**src/rtl/core/sacl_mem.sv**
```systemverilog
`timescale 1ns / 1ps

module sacl_mem #(
  parameter int DEPTH = 64,
  parameter int IDX_W = 6,
  parameter int ROW_W = 8
) (
  input  logic             clk,
  input  logic             rd_en,
  input  logic [IDX_W-1:0] rd_idx,
  output logic [ROW_W-1:0] rd_data,
  input  logic             wr_en,
  input  logic [IDX_W-1:0] wr_idx,
  input  logic [ROW_W-1:0] wr_data
);

  logic [ROW_W-1:0] mem [DEPTH];
  logic [ROW_W-1:0] rd_data_r;

  always_ff @(posedge clk) begin
    if (wr_en) begin
      mem[wr_idx] <= wr_data;
    end
  end

  always_ff @(posedge clk) begin
    if (rd_en) begin
      rd_data_r <= mem[rd_idx];
    end
  end

  assign rd_data = rd_data_r;

endmodule

```
**config.mk**
```make
export PLATFORM = sky130hd
export DESIGN_NAME = sacl_mem
export DESIGN_NICKNAME = d
export VERILOG_FILES = /design/src/rtl/core/sacl_mem.sv
export SDC_FILE = /design/constraint.sdc
export NUM_CORES = 1
export LEC_CHECK = 0
export BUFFER_PORTS_ARGS = -buffer_cell sky130_fd_sc_hd__buf_2
export CORE_ASPECT_RATIO = 0.5
export CORE_MARGIN = 10
export CORE_UTILIZATION = 45
export DETAILED_ROUTE_END_ITERATION = 12
export SETUP_SLACK_MARGIN = 0.4
export SLEW_MARGIN = 25
export SYNTH_ARGS = -nofsm -noshare
export SYNTH_HDL_FRONTEND = slang
export SYNTH_SLANG_ARGS = --single-unit
```
**constraint.sdc**
```tcl
create_clock -name clk -period 2.55 [get_ports clk]
set_input_delay 0.3825 -clock clk [delete_from_list [all_inputs] [get_ports clk]]
set_output_delay 0.3825 -clock clk [all_outputs]
set_load 0.01 [all_outputs]
```
==> impl_metrics.py <==
metrics = {
    "sta": {
        "min_period_over_period_pct": 82.17,
        "fmax_mhz": 477.3,
        "finClkSkew_ps": 17.32,
        "tightest_slew_ps": 771.2,
        "period_needed_ps": 2095,
        "hold_viol": 0,
        "slew_headroom_pct": 48.59,
        "setup_violations": 0,
        "drv_slew": 0,
        "whs_ps": 194.2,
        "rsz0062_at_grt": "no",
    },
    "clock_network": {
        "cts_max_level": 2,
        "cts_tree": "yes",
        "clkTransAtPathRegs_ps": 70,
        "cts_setup_buffers": 0,
        "clkLatencyLatePin_ps": 560,
        "cts_buffer_depth": 3,
        "hold_buffers": 0,
        "ctsRootBufferMaster": "clkbuf_16",
        "cts.sinks": 520,
        "cts_made_buffers": 46,
    },
    "detailed_routing": {
        "first_pass_iters": 5,
        "drt-vias-per-instance": 5.789,
        "drtIter0Drc": 1126,
        "wl_um": 46570,
        "antenna_left": 0,
        "drc_errors": 0,
        "wl_per_cell_um": 27.14,
        "vias": 9934,
    },
    "power_and_ir_drop": {
        "ir_drop_uv": 484.1,
        "p_seq_share_pct": 56.2,
        "leakagePower_nw": 7.439,
        "p_int_mw": 13.34,
        "switching_power_mw": 3.549,
        "power_frac_clock_pct": 38.2,
        "pwr-share-comb_pct": 5.6,
        "cellPowerDensity_nw_per_um2": 726.5,
        "netSwitchingFraction_pct": 21.01,
        "power_mw": 16.89,
    },
    "final_layout": {
        "drive_gt1_share_pct": 31.38,
        "postLayoutCoreUtil_pct": 52.86,
        "nFillCells": 3363,
        "final_common_cell": "edfxtp_1",
        "syn_to_final_growth_pct": 14.84,
        "nNetsFinal": 1114,
        "instances_no_fill": 1716,
        "antenna_cells": 0,
        "layout_common_cells": "edfxtp_1, mux4_2, buf_4, nor2_1, clkbuf_16",
    },
    "global_route": {
        "grt_pass1_vias": 10270,
        "grt_use_total_pct": 17.08,
        "grt_pass1_wl_um": 68960,
        "grt-ovfl-total": 0,
        "grt_max_degree": 65,
        "antenna_found_initial": 1,
    },
    "die": {
        "die_height_um": 170.0,
        "std_cell_rows": 54,
        "die_x_um": 320.0,
        "dieArea_um2": 54390,
        "ios": 31,
        "core_um2": 43980,
        "start_util_pct": 46.03,
    },
    "critical_path": {
        "cp.required_ps": 2830,
        "reg2reg_setup_slack_ps": 450,
        "worstSetupPathType": "flip-flop to flip-flop",
        "crit_path_max_fanout": 1,
        "max_stage_delay_ps": 490,
        "crit_chain": "mux4_2, mux2_4, o221a_4, nor3_4, buf_4, o32ai_1",
        "critPathCaptureType": "flip-flop",
        "r2r_end": "rd_data[4]",
        "cp.arrival_ps": 2380,
        "startpoint_type": "flip-flop",
        "slowest_stage": "mux4_2",
        "r2r_start": "mem[20][4]",
        "reg2reg_depth": 6,
    },
    "hold_path": {
        "hold_class": "input pin to flip-flop",
        "hp-start": "rd_en",
        "hold_end": "rd_data[1]",
        "hold_depth": 1,
    },
    "yosys": {
        "yosysUniqueCellTypes": 39,
        "syn_nets": 963,
        "syn_area_um2": 20250,
        "ys_seq_elements": 520,
        "yosys_warnings": 0,
        "avgSynthCellArea_um2": 21.54,
        "synthCells": 940,
        "ys_seq_area_share_pct": 77.12,
    },
    "place": {
        "place_hpwl_um": 30050,
        "io_buffers": 30,
        "dp.cells": 1631,
        "place.gp.congestion": 0.8452,
    },
    "outcome": {
        "status": "finished clean",
    },
    "flow_run": {
        "cap_viol_max_count": 0,
    },
}
[critical path, delay by kind of cell (launching register included)]
kind	cells	cell delay [ps]
muxes	2	780
and+or+nand+nor	1	150
DFF	1	380
buffers and inverters	1	150
AOI/OAI and AO/OA	2	360
[cells by family after synthesis]
logic type	Yosys count	synth area share, %
flip-flops	520	77.12
multiplexers	162	15.88
AND/OR/NAND/NOR	153	3.374
AO/OA/AOI/OAI	54	2.064
buffers and inverters	51	1.563
[state kept, by name, summed over array words and instances (netlist names)]
signal   flops
rd_data      8
mem        512
[routing by layer]
layer / global-route usage, % / part of all wire, % / up-vias
met1: 23.72 / 43 / 5300
met5: 0 / 0.019 / -
met2: 26.81 / 46 / 318
met4: 5.343 / 2.7 / 2
met3: 3.812 / 7.4 / 78
li1: - / - / 4236
[synthesized netlist by cell type (all sizes together)]
library cell,count,area share [%]
edfxtp,520,77
nand2,19,0.35
o21a,2,0.074
nand4,2,0.062
mux2,13,0.72
o22ai,8,0.25
nand3,13,0.32
and2,1,0.031
o21ai,4,0.099
a22oi,3,0.11
nand2b,7,0.22
o221ai,8,0.35
o311ai,1,0.043
nor3,7,0.17
a21oi,3,0.074
a211oi,4,0.15
buf,34,1.2
o41ai,2,0.087
nor2b,14,0.43
nand3b,3,0.11
or3,1,0.031
o2111ai,3,0.13
nor4,2,0.062
mux4,126,14
nor2,83,1.5
clkbuf,17,0.32
o32ai,2,0.087
o2bb2ai,3,0.13
mux2i,23,1.1
o221a,2,0.11
a2111oi,2,0.087
nand4b,1,0.043
a221oi,6,0.26
a31oi,1,0.031
[how the worst max path moves through the flow]
stage	start	endpoint	cells past startpoint
after detailed placement	rd_idx[0]	rd_data[5]	8
after global placement	rd_idx[0]	rd_data[5]	8
final	mem[20][4]	rd_data[4]	6
after global routing	mem[20][4]	rd_data[4]	6
after floorplan	rd_idx[1]	rd_data[3]	7
after CTS	mem[20][4]	rd_data[4]	6
[stage by stage]
| step | worst slack (ps) | setup TNS, ps | area [um2] |
|---|---|---|---|
| after floorplan | 421.0 | 0 | 20250 |
| after global placement | -65.53 | -81.41 | 21860 |
| after detailed placement | -60.16 | -115.6 | 21860 |
| after CTS | 400.9 | 0 | 23230 |
| after global routing | 398.0 | 0 | 23250 |
| final | 454.8 | 0 | 23250 |
[layout make-up]
type / count / area (um2) / share of cell area [%]
clock buffer: 59 / 1221 / 5.252
multi-input combinational: 369 / 4344 / 18.68
tap: 588 / 735.7 / 3.164
clock inverter: 26 / 141.4 / 0.6081
sequential: 520 / 15620 / 67.15
timing repair buffer: 154 / 1195 / 5.139
[power groups by stage]
stage	registers, mW	clock network, mW	logic (mW)
floorplan	9.68	0	0.506
global placement	9.68	0	0.928
detailed placement	9.69	0	0.944
CTS	9.50	6.59	0.948
global route	9.50	6.91	1.01
finish	9.50	6.45	0.945
[what timing repair did]
action	CTS	global route
gates cloned	0	0
pin swaps	0	1
endpoints found under the setup margin	1	2
resized for setup	1	4
(Power assumes the default switching activity.)
