## src/rtl/core/sacl_pkg.sv

```systemverilog
`timescale 1ns / 1ps

package sacl_pkg;

  // field widths of the transactions
  localparam int ADDR_W  = 48;
  localparam int CNT_W   = 32;
  localparam int STAT_W  = 3;

  // parameter defaults
  localparam int ADDR_BITS_DEF    = 48;
  localparam int SET_BITS_MAX_DEF = 6;
  localparam int WAYS_DEF         = 4;

  // configuration register indexes
  localparam logic [1:0] CFG_BLOCK_BITS  = 2'd0;
  localparam logic [1:0] CFG_SET_BITS    = 2'd1;
  localparam logic [1:0] CFG_WAYS_IN_USE = 2'd2;

  // configuration reset values
  localparam logic [4:0] BLOCK_BITS_RST  = 5'd4;
  localparam logic [2:0] SET_BITS_RST    = 3'd6;
  localparam logic [2:0] WAYS_IN_USE_RST = 3'd4;

  // request kinds
  localparam logic REQ_ACCESS = 1'b0;
  localparam logic REQ_FLUSH  = 1'b1;

  // result codes
  localparam logic [STAT_W-1:0] STAT_HIT       = 3'd0;
  localparam logic [STAT_W-1:0] STAT_MISS      = 3'd1;
  localparam logic [STAT_W-1:0] STAT_EVICT     = 3'd2;
  localparam logic [STAT_W-1:0] STAT_FLUSHED   = 3'd3;
  localparam logic [STAT_W-1:0] STAT_NOT_FOUND = 3'd4;

  typedef struct packed {
    logic              req_type;
    logic [ADDR_W-1:0] addr;
  } sacl_req_t;

  typedef struct packed {
    logic [STAT_W-1:0] status;
    logic [ADDR_W-1:0] evicted_blk;
    logic [ADDR_W-1:0] filled_blk;
    logic [CNT_W-1:0]  hit_total;
    logic [CNT_W-1:0]  miss_total;
    logic [CNT_W-1:0]  evict_total;
  } sacl_rsp_t;

  // outcome of one set update
  typedef struct packed {
    logic [STAT_W-1:0] status;
    logic              hit;
    logic              miss;
    logic              evict;
  } sacl_flags_t;

endpackage

```

## src/rtl/core/sacl_upd.sv

```systemverilog
`timescale 1ns / 1ps

module sacl_upd import sacl_pkg::*; #(
  parameter int WAYS  = 4,
  parameter int AW    = 48,
  parameter int AGE_W = 2,
  parameter int NW_W  = 3,
  parameter int WAY_W = 2 * AW + AGE_W + 1,
  parameter int ROW_W = WAYS * WAY_W
) (
  input  logic [ROW_W-1:0] row_i,
  input  logic             flush_i,
  input  logic [AW-1:0]    tag_i,
  input  logic [AW-1:0]    blk_i,
  input  logic [NW_W-1:0]  nw_i,
  output logic [ROW_W-1:0] row_o,
  output logic [AW-1:0]    victim_o,
  output sacl_flags_t      flags_o
);

  localparam int WI_W = (WAYS > 1) ? $clog2(WAYS) : 1;
  localparam logic [AGE_W-1:0] AGE_TOP = AGE_W'(WAYS - 1);

  logic             v     [WAYS];
  logic [AGE_W-1:0] age   [WAYS];
  logic [AW-1:0]    tg    [WAYS];
  logic [AW-1:0]    bk    [WAYS];
  logic             nv    [WAYS];
  logic [AGE_W-1:0] nage  [WAYS];
  logic [AW-1:0]    ntg   [WAYS];
  logic [AW-1:0]    nbk   [WAYS];
  logic             in_use [WAYS];

  logic             hit_found, free_found;
  logic [WI_W-1:0]  hit_way, free_way, vic_way, sel_way;
  logic [AGE_W-1:0] best, rank;
  logic             rank_lim;

  always_comb begin
    for (int w = 0; w < WAYS; w++) begin
      bk[w]     = row_i[w*WAY_W +: AW];
      tg[w]     = row_i[w*WAY_W + AW +: AW];
      age[w]    = row_i[w*WAY_W + 2*AW +: AGE_W];
      v[w]      = row_i[w*WAY_W + 2*AW + AGE_W];
      in_use[w] = (w < int'(nw_i));
    end

    // lowest matching way and lowest free way
    hit_found  = 1'b0;
    hit_way    = '0;
    free_found = 1'b0;
    free_way   = '0;
    for (int w = WAYS - 1; w >= 0; w--) begin
      if (in_use[w] && v[w] && tg[w] == tag_i) begin
        hit_found = 1'b1;
        hit_way   = WI_W'(w);
      end
      if (in_use[w] && !v[w]) begin
        free_found = 1'b1;
        free_way   = WI_W'(w);
      end
    end

    // oldest way, lowest first among equals
    best    = '0;
    vic_way = '0;
    for (int w = 0; w < WAYS; w++) begin
      if (in_use[w] && age[w] > best) begin
        best    = age[w];
        vic_way = WI_W'(w);
      end
    end

    for (int w = 0; w < WAYS; w++) begin
      nv[w]   = v[w];
      nage[w] = age[w];
      ntg[w]  = tg[w];
      nbk[w]  = bk[w];
    end

    flags_o  = '0;
    victim_o = '0;
    sel_way  = hit_way;
    rank     = age[hit_way];
    rank_lim = 1'b1;

    if (flush_i == REQ_FLUSH) begin
      if (hit_found) begin
        nv[hit_way]   = 1'b0;
        nage[hit_way] = '0;
        for (int w = 0; w < WAYS; w++) begin
          if (in_use[w] && v[w] && WI_W'(w) != hit_way && age[w] > rank) begin
            nage[w] = age[w] - 1'b1;
          end
        end
        flags_o.status = STAT_FLUSHED;
      end else begin
        flags_o.status = STAT_NOT_FOUND;
      end
    end else begin
      if (hit_found) begin
        flags_o.status = STAT_HIT;
        flags_o.hit    = 1'b1;
      end else begin
        rank_lim     = 1'b0;
        flags_o.miss = 1'b1;
        if (free_found) begin
          sel_way        = free_way;
          flags_o.status = STAT_MISS;
        end else begin
          sel_way        = vic_way;
          victim_o       = bk[vic_way];
          flags_o.status = STAT_EVICT;
          flags_o.evict  = 1'b1;
        end
      end
      // selected way newest; younger ways age by one, all on miss
      for (int w = 0; w < WAYS; w++) begin
        if (in_use[w] && v[w] && WI_W'(w) != sel_way && (!rank_lim || age[w] < rank) &&
            age[w] < AGE_TOP) begin
          nage[w] = age[w] + 1'b1;
        end
      end
      nage[sel_way] = '0;
      if (!hit_found) begin
        nv[sel_way]  = 1'b1;
        ntg[sel_way] = tag_i;
        nbk[sel_way] = blk_i;
      end
    end

    for (int w = 0; w < WAYS; w++) begin
      row_o[w*WAY_W +: WAY_W] = {nv[w], nage[w], ntg[w], nbk[w]};
    end
  end

endmodule
```

## config.mk

```make
export PLATFORM = sky130hd
export DESIGN_NAME = sacl_upd
export DESIGN_NICKNAME = d
export VERILOG_FILES = /design/src/rtl/core/sacl_pkg.sv /design/src/rtl/core/sacl_upd.sv
export SDC_FILE = /design/constraint.sdc
export NUM_CORES = 1
export LEC_CHECK = 0
export BUFFER_PORTS_ARGS = -buffer_cell sky130_fd_sc_hd__buf_4
export CAP_MARGIN = 40
export CORE_AREA = 2 2 364 366
export DETAILED_ROUTE_END_ITERATION = 7
export DIE_AREA = 0 0 366 368
export GPL_ROUTABILITY_DRIVEN = 1
export SLEW_MARGIN = 20
export SYNTH_ARGS = -nofsm -noshare
export SYNTH_HDL_FRONTEND = slang
export SYNTH_SLANG_ARGS = --single-unit
```

## constraint.sdc

```tcl
create_clock -name vclk -period 13.33
set_input_delay 0.6665 -clock vclk [all_inputs]
set_output_delay 0.6665 -clock vclk [all_outputs]
set_load 0.02 [all_outputs]
```

==> results of run 1 <==
## through the flow
stage                     power, W  setup WS [ps]
after floorplan           0.000626           6680
after global placement     0.00126           3270
after detailed placement   0.00126           3660
after CTS                  0.00127           3640
after global routing       0.00131           3240
final                      0.00128           3570
## final cells by class
cell class / count / area [sq um]
well taps: 1755 / 2200
diodes: 21 / 52.6
inverters: 16 / 60.1
multi-input cells: 1123 / 9890
repair buffers: 972 / 7400
fillers: 15021 / 111000
## layer usage
| layer | wire, um | up-vias |
|---|---|---|
| li1 | - | 6514 |
| met1 | 53900 | 8091 |
| met2 | 74300 | 1141 |
| met3 | 18200 | 342 |
| met4 | 5130 | 150 |
| met5 | 948 | - |
## path summary, 6_finish.rpt
path	cells after the start	endpoint	startpoint	slack [ps]
max	27	row_o[21]	row_i[96]	3570
min	3	row_o[388]	row_i[388]	1660
## synth_stat cells, types with 5 or more instances
library cell  count
nand3_1           9
xnor2_1         156
buf_2            73
nor4_1           25
nand2_1          20
o21a_1           52
inv_1            16
a21o_1            5
buf_4             9
buf_6            11
nand4b_1          5
a21oi_1          62
a211oi_1         50
mux2i_1           7
or4_1             5
nor2_1           13
mux2_4           45
and4_1            7
nor4b_1          11
nor3_1           60
o21ai_0          67
mux2_1           60
xor2_1           39
nand4_1          65
nor2b_1           9
mux2_2          282
clkbuf_1         37
ha_1             19
## logic make-up (layout without fill, tap and decap cells)
family | Yosys count | in the layout | synth area share, %
muxes | 394 | 394 | 43.5
AOI/OAI and AO/OA | 260 | 260 | 15.7
and+or+nand+nor | 254 | 254 | 14.9
xor gates and xnor gates | 196 | 196 | 16.3
buffers and inverters | 150 | 988 | 7.30
adders and majority gates | 19 | 19 | 2.25
other | 0 | 21 | 0
## report_power, final
part,total [W],switching (W),internal [W]
clock,0.000000000193,0,0.000000000193
sequential,0,0,0
combinational,0.00128,0.000775,0.000501
total,0.00128,0.000775,0.000501
==> results.py, run 1 <==
metrics = {
    "run_status": {
        "status": "finished, final reports clean",
    },
    "synthesis": {
        "synthCells": 1273,
        "synth_cell_types": 60,
        "synth_top_area_share_pct": 30.1,
        "ys_warn_count": 0,
        "syn_area_per_cell_sq_um": 8.30,
        "syn_area_sq_um": 10600,
        "synthTopCellsByArea": "mux2_2 30%, xnor2_1 13%, mux2_1 6.4%",
        "syn_nets": 1788,
        "yosysTopAreaCell": "mux2_2",
        "ys_seq_area_share_pct": 0,
    },
    "placement": {
        "place_area_sq_um": 19500,
        "dpl.hpwl_um": 136000,
        "place_inst": 3865,
        "place_congestion": 0.999,
        "io_buffers": 946,
    },
    "final_layout": {
        "nets": 2628,
        "regArea_sq_um": 0,
        "layout_commonest_cell": "buf_4",
        "final_cell_mix": "965 x buf_4, 282 x mux2_2, 156 x xnor2_1, 66 x o21ai_0, 65 x nand4_1",
        "fin_area_sq_um": 19600,
        "final_util_pct": 15.0,
        "n_sequential_cell": 0,
        "final_cells": 3887,
        "num-clock-buffers": 0,
        "area_growth_pct": 85.5,
        "drive_gt1_share_pct": 62.7,
    },
    "die": {
        "die_y_um": 368,
        "row_count": 133,
        "io_pins": 946,
        "core_area_sq_um": 131000,
        "dieArea_sq_um": 135000,
        "start_util_pct": 8.08,
        "chipWidth_um": 366,
    },
    "global_routing": {
        "grt.overflow.total": 0,
        "grtUsageMet2_pct": 37.3,
        "use_met3_pct": 9.99,
        "grtUsageTotal_pct": 21.3,
        "use_met1_pct": 22.8,
        "grt_pass1_vias": 15736,
        "antenna_found_initial": 106,
        "grt_pass1_wl_um": 187000,
        "grt_max_degree": 57,
        "top_usage_layer": "met2",
    },
    "routing": {
        "drtPass1Iterations": 5,
        "routed_wl_um": 153000,
        "drt_iter0_markers": 1636,
        "viasPerCell": 4.18,
        "drcViolationCount": 0,
        "ant_nets": 0,
        "dr_total_vias": 16238,
        "routedWlPerCell_um": 39.2,
    },
    "setup_path": {
        "cpPeakStageDelay_ps": 600,
        "worstSetupEndpointType": "output port",
        "critPathLaunchType": "primary input",
        "crit_top_cell": "buf_4",
        "critPathTopFamily": "compound AO/OA/AOI/OAI gates",
        "critPathKind": "in2out",
        "cp_data_arrival_time_ps": 9100,
        "cp_slowest_cell": "o211ai_1",
        "critPathMaxFanout": 49,
        "crit_required_ps": 12660,
        "path_buf_inv": 8,
    },
    "clock_tree": {
        "post_cts_buffers": 0,
        "cts_hold_buffers": 0,
        "cts_resized": 0,
    },
    "power": {
        "vdd_drop_max_mv": 0.0501,
        "power.leakage_nw": 8.03,
        "power_density_nw_per_um2": 65.1,
    },
    "sta": {
        "fmax_ghz": 0.102,
        "worst_pin_slew_ps": 975,
        "hold_violations": 0,
        "fin_crit_ps": 9760,
        "setup_viol": 0,
        "final_max_slew_viol_count": 0,
        "slew_headroom_pct": 34.6,
        "fin_tns_setup_ps": 0,
        "rsz0062_at_grt": "false",
        "min_period_over_period_pct": 73.2,
        "hold_ws_ps": 1660,
    },
    "hold_path": {
        "hp-class": "in2out",
    },
    "job": {
        "cap_violations": 0,
    },
}
Note: power is estimated with default switching activity, not from simulation.
==> inputs of run 2 (changes only) <==
Clock period 13.33 ns to 9.85 ns, I/O delays scaled along.
==> run 2 against run 1 <==
Effect of this change: power increased by 36%; non-clock buffer count up 4; design area increased by 0.36%; via count grew 1.4%; die area unchanged; flip-flop and latch count unchanged; sequential share of layout area unchanged; largest power group unchanged; highest routed layer unchanged.
==> results.py, run 2 (synthesis results as in run 1) <==
metrics = {
    "run_status": {
        "status": "finished, final reports clean",
    },
    "sta": {
        "min_period_over_period_pct": 83.3,
        "hold_violations": 0,
        "slew_headroom_pct": 43.5,
        "final_max_slew_viol_count": 0,
        "hold_ws_ps": 1320,
        "fin_ws_ps": 1650,
        "worst_pin_slew_ps": 847,
        "fmax_ghz": 0.122,
        "rsz0062_at_grt": "false",
        "fin_crit_ps": 8200,
        "fin_tns_setup_ps": 0,
        "setup_viol": 0,
    },
    "global_routing": {
        "grtUsageTotal_pct": 21.4,
        "antenna_found_initial": 113,
        "grt.overflow.total": 0,
        "grt_max_degree": 64,
        "grt_pass1_vias": 15752,
        "grt_pass1_wl_um": 188000,
    },
    "routing": {
        "routedWlPerCell_um": 39.2,
        "drt_iter0_markers": 1585,
        "viasPerCell": 4.23,
        "drcViolationCount": 0,
        "dr_total_vias": 16459,
        "drtPass1Iterations": 5,
        "routed_wl_um": 153000,
        "ant_nets": 0,
    },
    "die": {
        "dieArea_sq_um": 135000,
        "io_pins": 946,
        "start_util_pct": 8.08,
        "row_count": 133,
        "die_y_um": 368,
        "core_area_sq_um": 131000,
        "chipWidth_um": 366,
    },
    "final_layout": {
        "n_fill_cell": 15045,
        "regArea_sq_um": 0,
        "final_cell_mix": "967 x buf_4, 282 x mux2_2, 156 x xnor2_1, 66 x o21ai_0, 65 x nand4_1",
        "area_growth_pct": 86.2,
        "num-clock-buffers": 0,
        "layout_commonest_cell": "buf_4",
        "drive_gt1_share_pct": 62.7,
        "n_sequential_cell": 0,
        "nets": 2632,
        "multi_input_area_sq_um": 9890,
    },
    "power": {
        "internal_power_w": 0.000684,
        "sequentialPowerShare_pct": 0,
        "comb_power_share_pct": 100.0,
        "power.leakage_nw": 8.08,
        "power_density_nw_per_um2": 88.2,
        "switching_share_pct": 60.6,
        "vdd_drop_max_mv": 0.0612,
        "netSwitchingPower_w": 0.00105,
        "clkPwrFrac_pct": 0,
    },
    "setup_path": {
        "critPathMaxFanout": 63,
        "critPathLaunchType": "primary input",
        "endpoint": "row_o[282]",
        "timing.critical_path.from": "row_i[96]",
        "critPathKind": "in2out",
        "cp_data_arrival_time_ps": 7710,
        "crit_required_ps": 9360,
        "worstSetupEndpointType": "output port",
    },
    "clock_tree": {
        "cts_resized": 0,
        "cts_hold_buffers": 0,
        "post_cts_buffers": 0,
    },
    "placement": {
        "io_buffers": 946,
        "place_congestion": 1.05,
        "dpl_worst_slack_ps": 1730,
        "dpl.hpwl_um": 137000,
    },
    "job": {
        "cap_violations": 0,
    },
    "hold_path": {
        "hp-class": "in2out",
    },
}
## run 2: power by group through the flow
| stage | sequential (W) | combinational [W] | clock, W |
|---|---|---|---|
| after floorplan | 0 | 0.000848 | 0 |
| after global placement | 0 | 0.00171 | 0 |
| after detailed placement | 0 | 0.00172 | 0 |
| after CTS | 0 | 0.00173 | 0 |
| after global routing | 0 | 0.00179 | 0.0000000000274 |
| final | 0 | 0.00173 | 0.000000000122 |
## run 2: metrics by stage
step / util [%] / cells / area [sq um] / total power (W)
finish: 15.0 / 3894 / 19700 / 0.00173
global route: 15.0 / 3872 / 19600 / 0.00179
CTS: 15.0 / 3868 / 19600 / 0.00173
detailed placement: 15.0 / 3868 / 19600 / 0.00172
global placement: 14.9 / 3860 / 19400 / 0.00171
floorplan: - / 1273 / 10600 / 0.000848
## run 2: area by class of cell
class                      count  share of cell area [%]
tap                         1755                    11.2
timing repair buffer         976                    37.9
multi-input combinational   1123                    50.3
inverter                      16                   0.305
antenna                       24                   0.305
## run 2: worst max-delay path, cell delays in order
cell and delay [ps]:
buf_4 110, inv_1 70, ha_1 210, or3_1 450, ha_1 320, nor2b_1 170, o221a_4 570, nor2_1 100
a21oi_1 170, ha_1 270, nor2b_1 150, o211ai_1 610, mux2_2 420, ha_1 290, nor2b_1 170, o211a_4 510
a21oi_4 50, a21oi_1 550, nand3_4 670, buf_12 430, mux2_1 500, buf_4 190
## run 2: per-layer routing
layer  up-vias  share of wire (%)  GRT usage (%)
li1       6530                  -              -
met1      8167                 36           22.9
met2      1239                 48           36.9
met3       371                 12           10.3
met4       152                4.2           6.54
met5         -               0.63              0
## run 2: worst min-delay path by stage
stage | startpoint | to | slack (ps) | cells after the start
final | row_i[380] | row_o[380] | 1320 | 3
after global routing | row_i[280] | row_o[280] | 1330 | 3
after CTS | row_i[380] | row_o[380] | 1320 | 3
after detailed placement | row_i[188] | row_o[188] | 1320 | 3
after global placement | row_i[380] | row_o[380] | 1320 | 3
after floorplan | flush_i | flags_o[1] | 1040 | 1
==> inputs of run 3 (changes only) <==
Clock period 9.85 ns to 6.8 ns, I/O delays scaled along.
==> run 3 against run 2 <==
Effect of this change: cell count shrank 0.36%; first-iteration DRC count rose by 5.2%; die area did not move; wire length increased by 1.4%.
==> results.py, run 3 (synthesis results as in run 1) <==
metrics = {
    "run_status": {
        "status": "finished, final reports clean",
    },
    "sta": {
        "hold_violations": 0,
        "final_max_slew_viol_count": 0,
        "slew_headroom_pct": 45.1,
        "worst_pin_slew_ps": 818,
        "fin_tns_setup_ps": 0,
        "fmax_ghz": 0.158,
        "fin_crit_ps": 6320,
        "rsz0062_at_grt": "false",
        "setup_viol": 0,
        "fin_ws_ps": 482,
        "min_period_over_period_pct": 92.9,
    },
    "global_routing": {
        "grt.overflow.total": 0,
        "antenna_found_initial": 94,
        "grt_pass1_wl_um": 190000,
        "grtUsageTotal_pct": 21.6,
        "grt_pass1_vias": 15750,
        "grt_max_degree": 65,
    },
    "power": {
        "p_total_w": 0.00253,
        "clkPwrFrac_pct": 0,
        "power_density_nw_per_um2": 129,
        "netSwitchingPower_w": 0.00154,
        "power.leakage_nw": 8.07,
        "vdd_drop_max_mv": 0.0833,
        "sequentialPowerShare_pct": 0,
        "internal_power_w": 0.000993,
        "comb_power_share_pct": 100.0,
        "switching_share_pct": 60.8,
    },
    "final_layout": {
        "fin_area_sq_um": 19600,
        "final_cell_mix": "964 x buf_4, 282 x mux2_2, 156 x xnor2_1, 66 x o21ai_0, 65 x nand4_1",
        "n_sequential_cell": 0,
        "final_cells": 3880,
        "nets": 2631,
        "layout_commonest_cell": "buf_4",
        "num-clock-buffers": 0,
        "regArea_sq_um": 0,
        "area_growth_pct": 85.7,
        "drive_gt1_share_pct": 62.7,
    },
    "setup_path": {
        "path_cells": "buf_4 > inv_1 > ha_1 > or3_1 > ha_1 > nor2b_1 > o221a_4 > nor2_1 > a21oi_1 > ha_1 > nor2b_1 > o211ai_1 > mux2_2 > ha_1 > nor2b_1 > o211a_4 > a21oi_4 > a21oi_1 > o21ai_2 > nand3_4 > buf_12 > mux2_2 > buf_4",
        "crit_top_cell": "ha_1",
        "critPathLaunchType": "primary input",
        "critPathMaxFanout": 63,
        "critPathTopFamily": "compound AO/OA/AOI/OAI gates",
        "critPathKind": "in2out",
        "crit_required_ps": 6460,
        "worstSetupEndpointType": "output port",
        "cp_data_arrival_time_ps": 5980,
        "path_buf_inv": 4,
        "cpPeakStageDelay_ps": 540,
        "timing.critical_path.from": "row_i[96]",
        "cp_slowest_cell": "a21oi_1",
    },
    "hold_path": {
        "hp-class": "in2out",
        "min_from": "row_i[380]",
    },
    "routing": {
        "ant_nets": 0,
        "dr_total_vias": 16316,
        "drtPass1Iterations": 5,
        "drt_iter0_markers": 1667,
        "routed_wl_um": 155000,
        "drcViolationCount": 0,
        "routedWlPerCell_um": 39.9,
        "viasPerCell": 4.21,
    },
    "clock_tree": {
        "cts_hold_buffers": 0,
        "cts_resized": 0,
        "post_cts_buffers": 0,
    },
    "placement": {
        "dpl.hpwl_um": 138000,
        "io_buffers": 946,
        "dpl_worst_slack_ps": 554,
        "place_inst": 3868,
        "place_area_sq_um": 19600,
        "place_congestion": 1.03,
    },
    "die": {
        "start_util_pct": 8.08,
        "io_pins": 946,
        "core_area_sq_um": 131000,
        "row_count": 133,
        "die_y_um": 368,
        "chipWidth_um": 366,
        "dieArea_sq_um": 135000,
    },
    "job": {
        "cap_violations": 0,
    },
}
==> run 3: changes by cell type in the layout (fill, tap and decap cells not counted) <==
cell / delta
buf_12: +6
buf_16: -4
buf_4: -3
diode_2: -13
==> run 3: power groups by stage <==
stage          Sequential, W  Combinational (W)        Clock (W)
6_report                   0            0.00253   0.000000000141
5_1_grt                    0            0.00261  0.0000000000605
4_1_cts                    0            0.00254                0
3_5_place_dp               0            0.00252                0
3_3_place_gp               0            0.00252                0
2_1_floorplan              0            0.00123                0
==> run 3: routing by layer <==
layer  GRT usage [%]  routed length [um]  share of wire (%)  vias up
li1                -                   -                  -     6489
met1            23.8               56800                 37     8275
met2            38.9               76600                 49     1119
met3            8.48               16100                 10      313
met4            4.58                4690                3.0      120
met5               0                 751               0.48        -
==> run 3: final cells by class <==
| type | instances | area (sq um) |
|---|---|---|
| fill | 15076 | 111000 |
| multi-input combinational | 1123 | 9890 |
| timing repair buffer | 975 | 7450 |
| tap | 1755 | 2200 |
| inverter | 16 | 60.1 |
| antenna | 11 | 27.5 |
==> run 3: tightest hold or removal path, cell delays in order <==
cell	delay (ps)
buf_4	90
mux2_1	110
buf_4	130
==> run 3: worst paths after layout <==
check | endpoint | depth (start not counted)
min | row_o[380] | 3
max | row_o[121] | 23
==> run 3: stage by stage <==
| step | util [%] | hold WS (ps) |
|---|---|---|
| detailed placement | 15.0 | 1010 |
| CTS | 15.0 | 1020 |
| floorplan | - | 736 |
| global route | 15.0 | 1030 |
| finish | 15.0 | 1010 |
| global placement | 14.9 | 1010 |
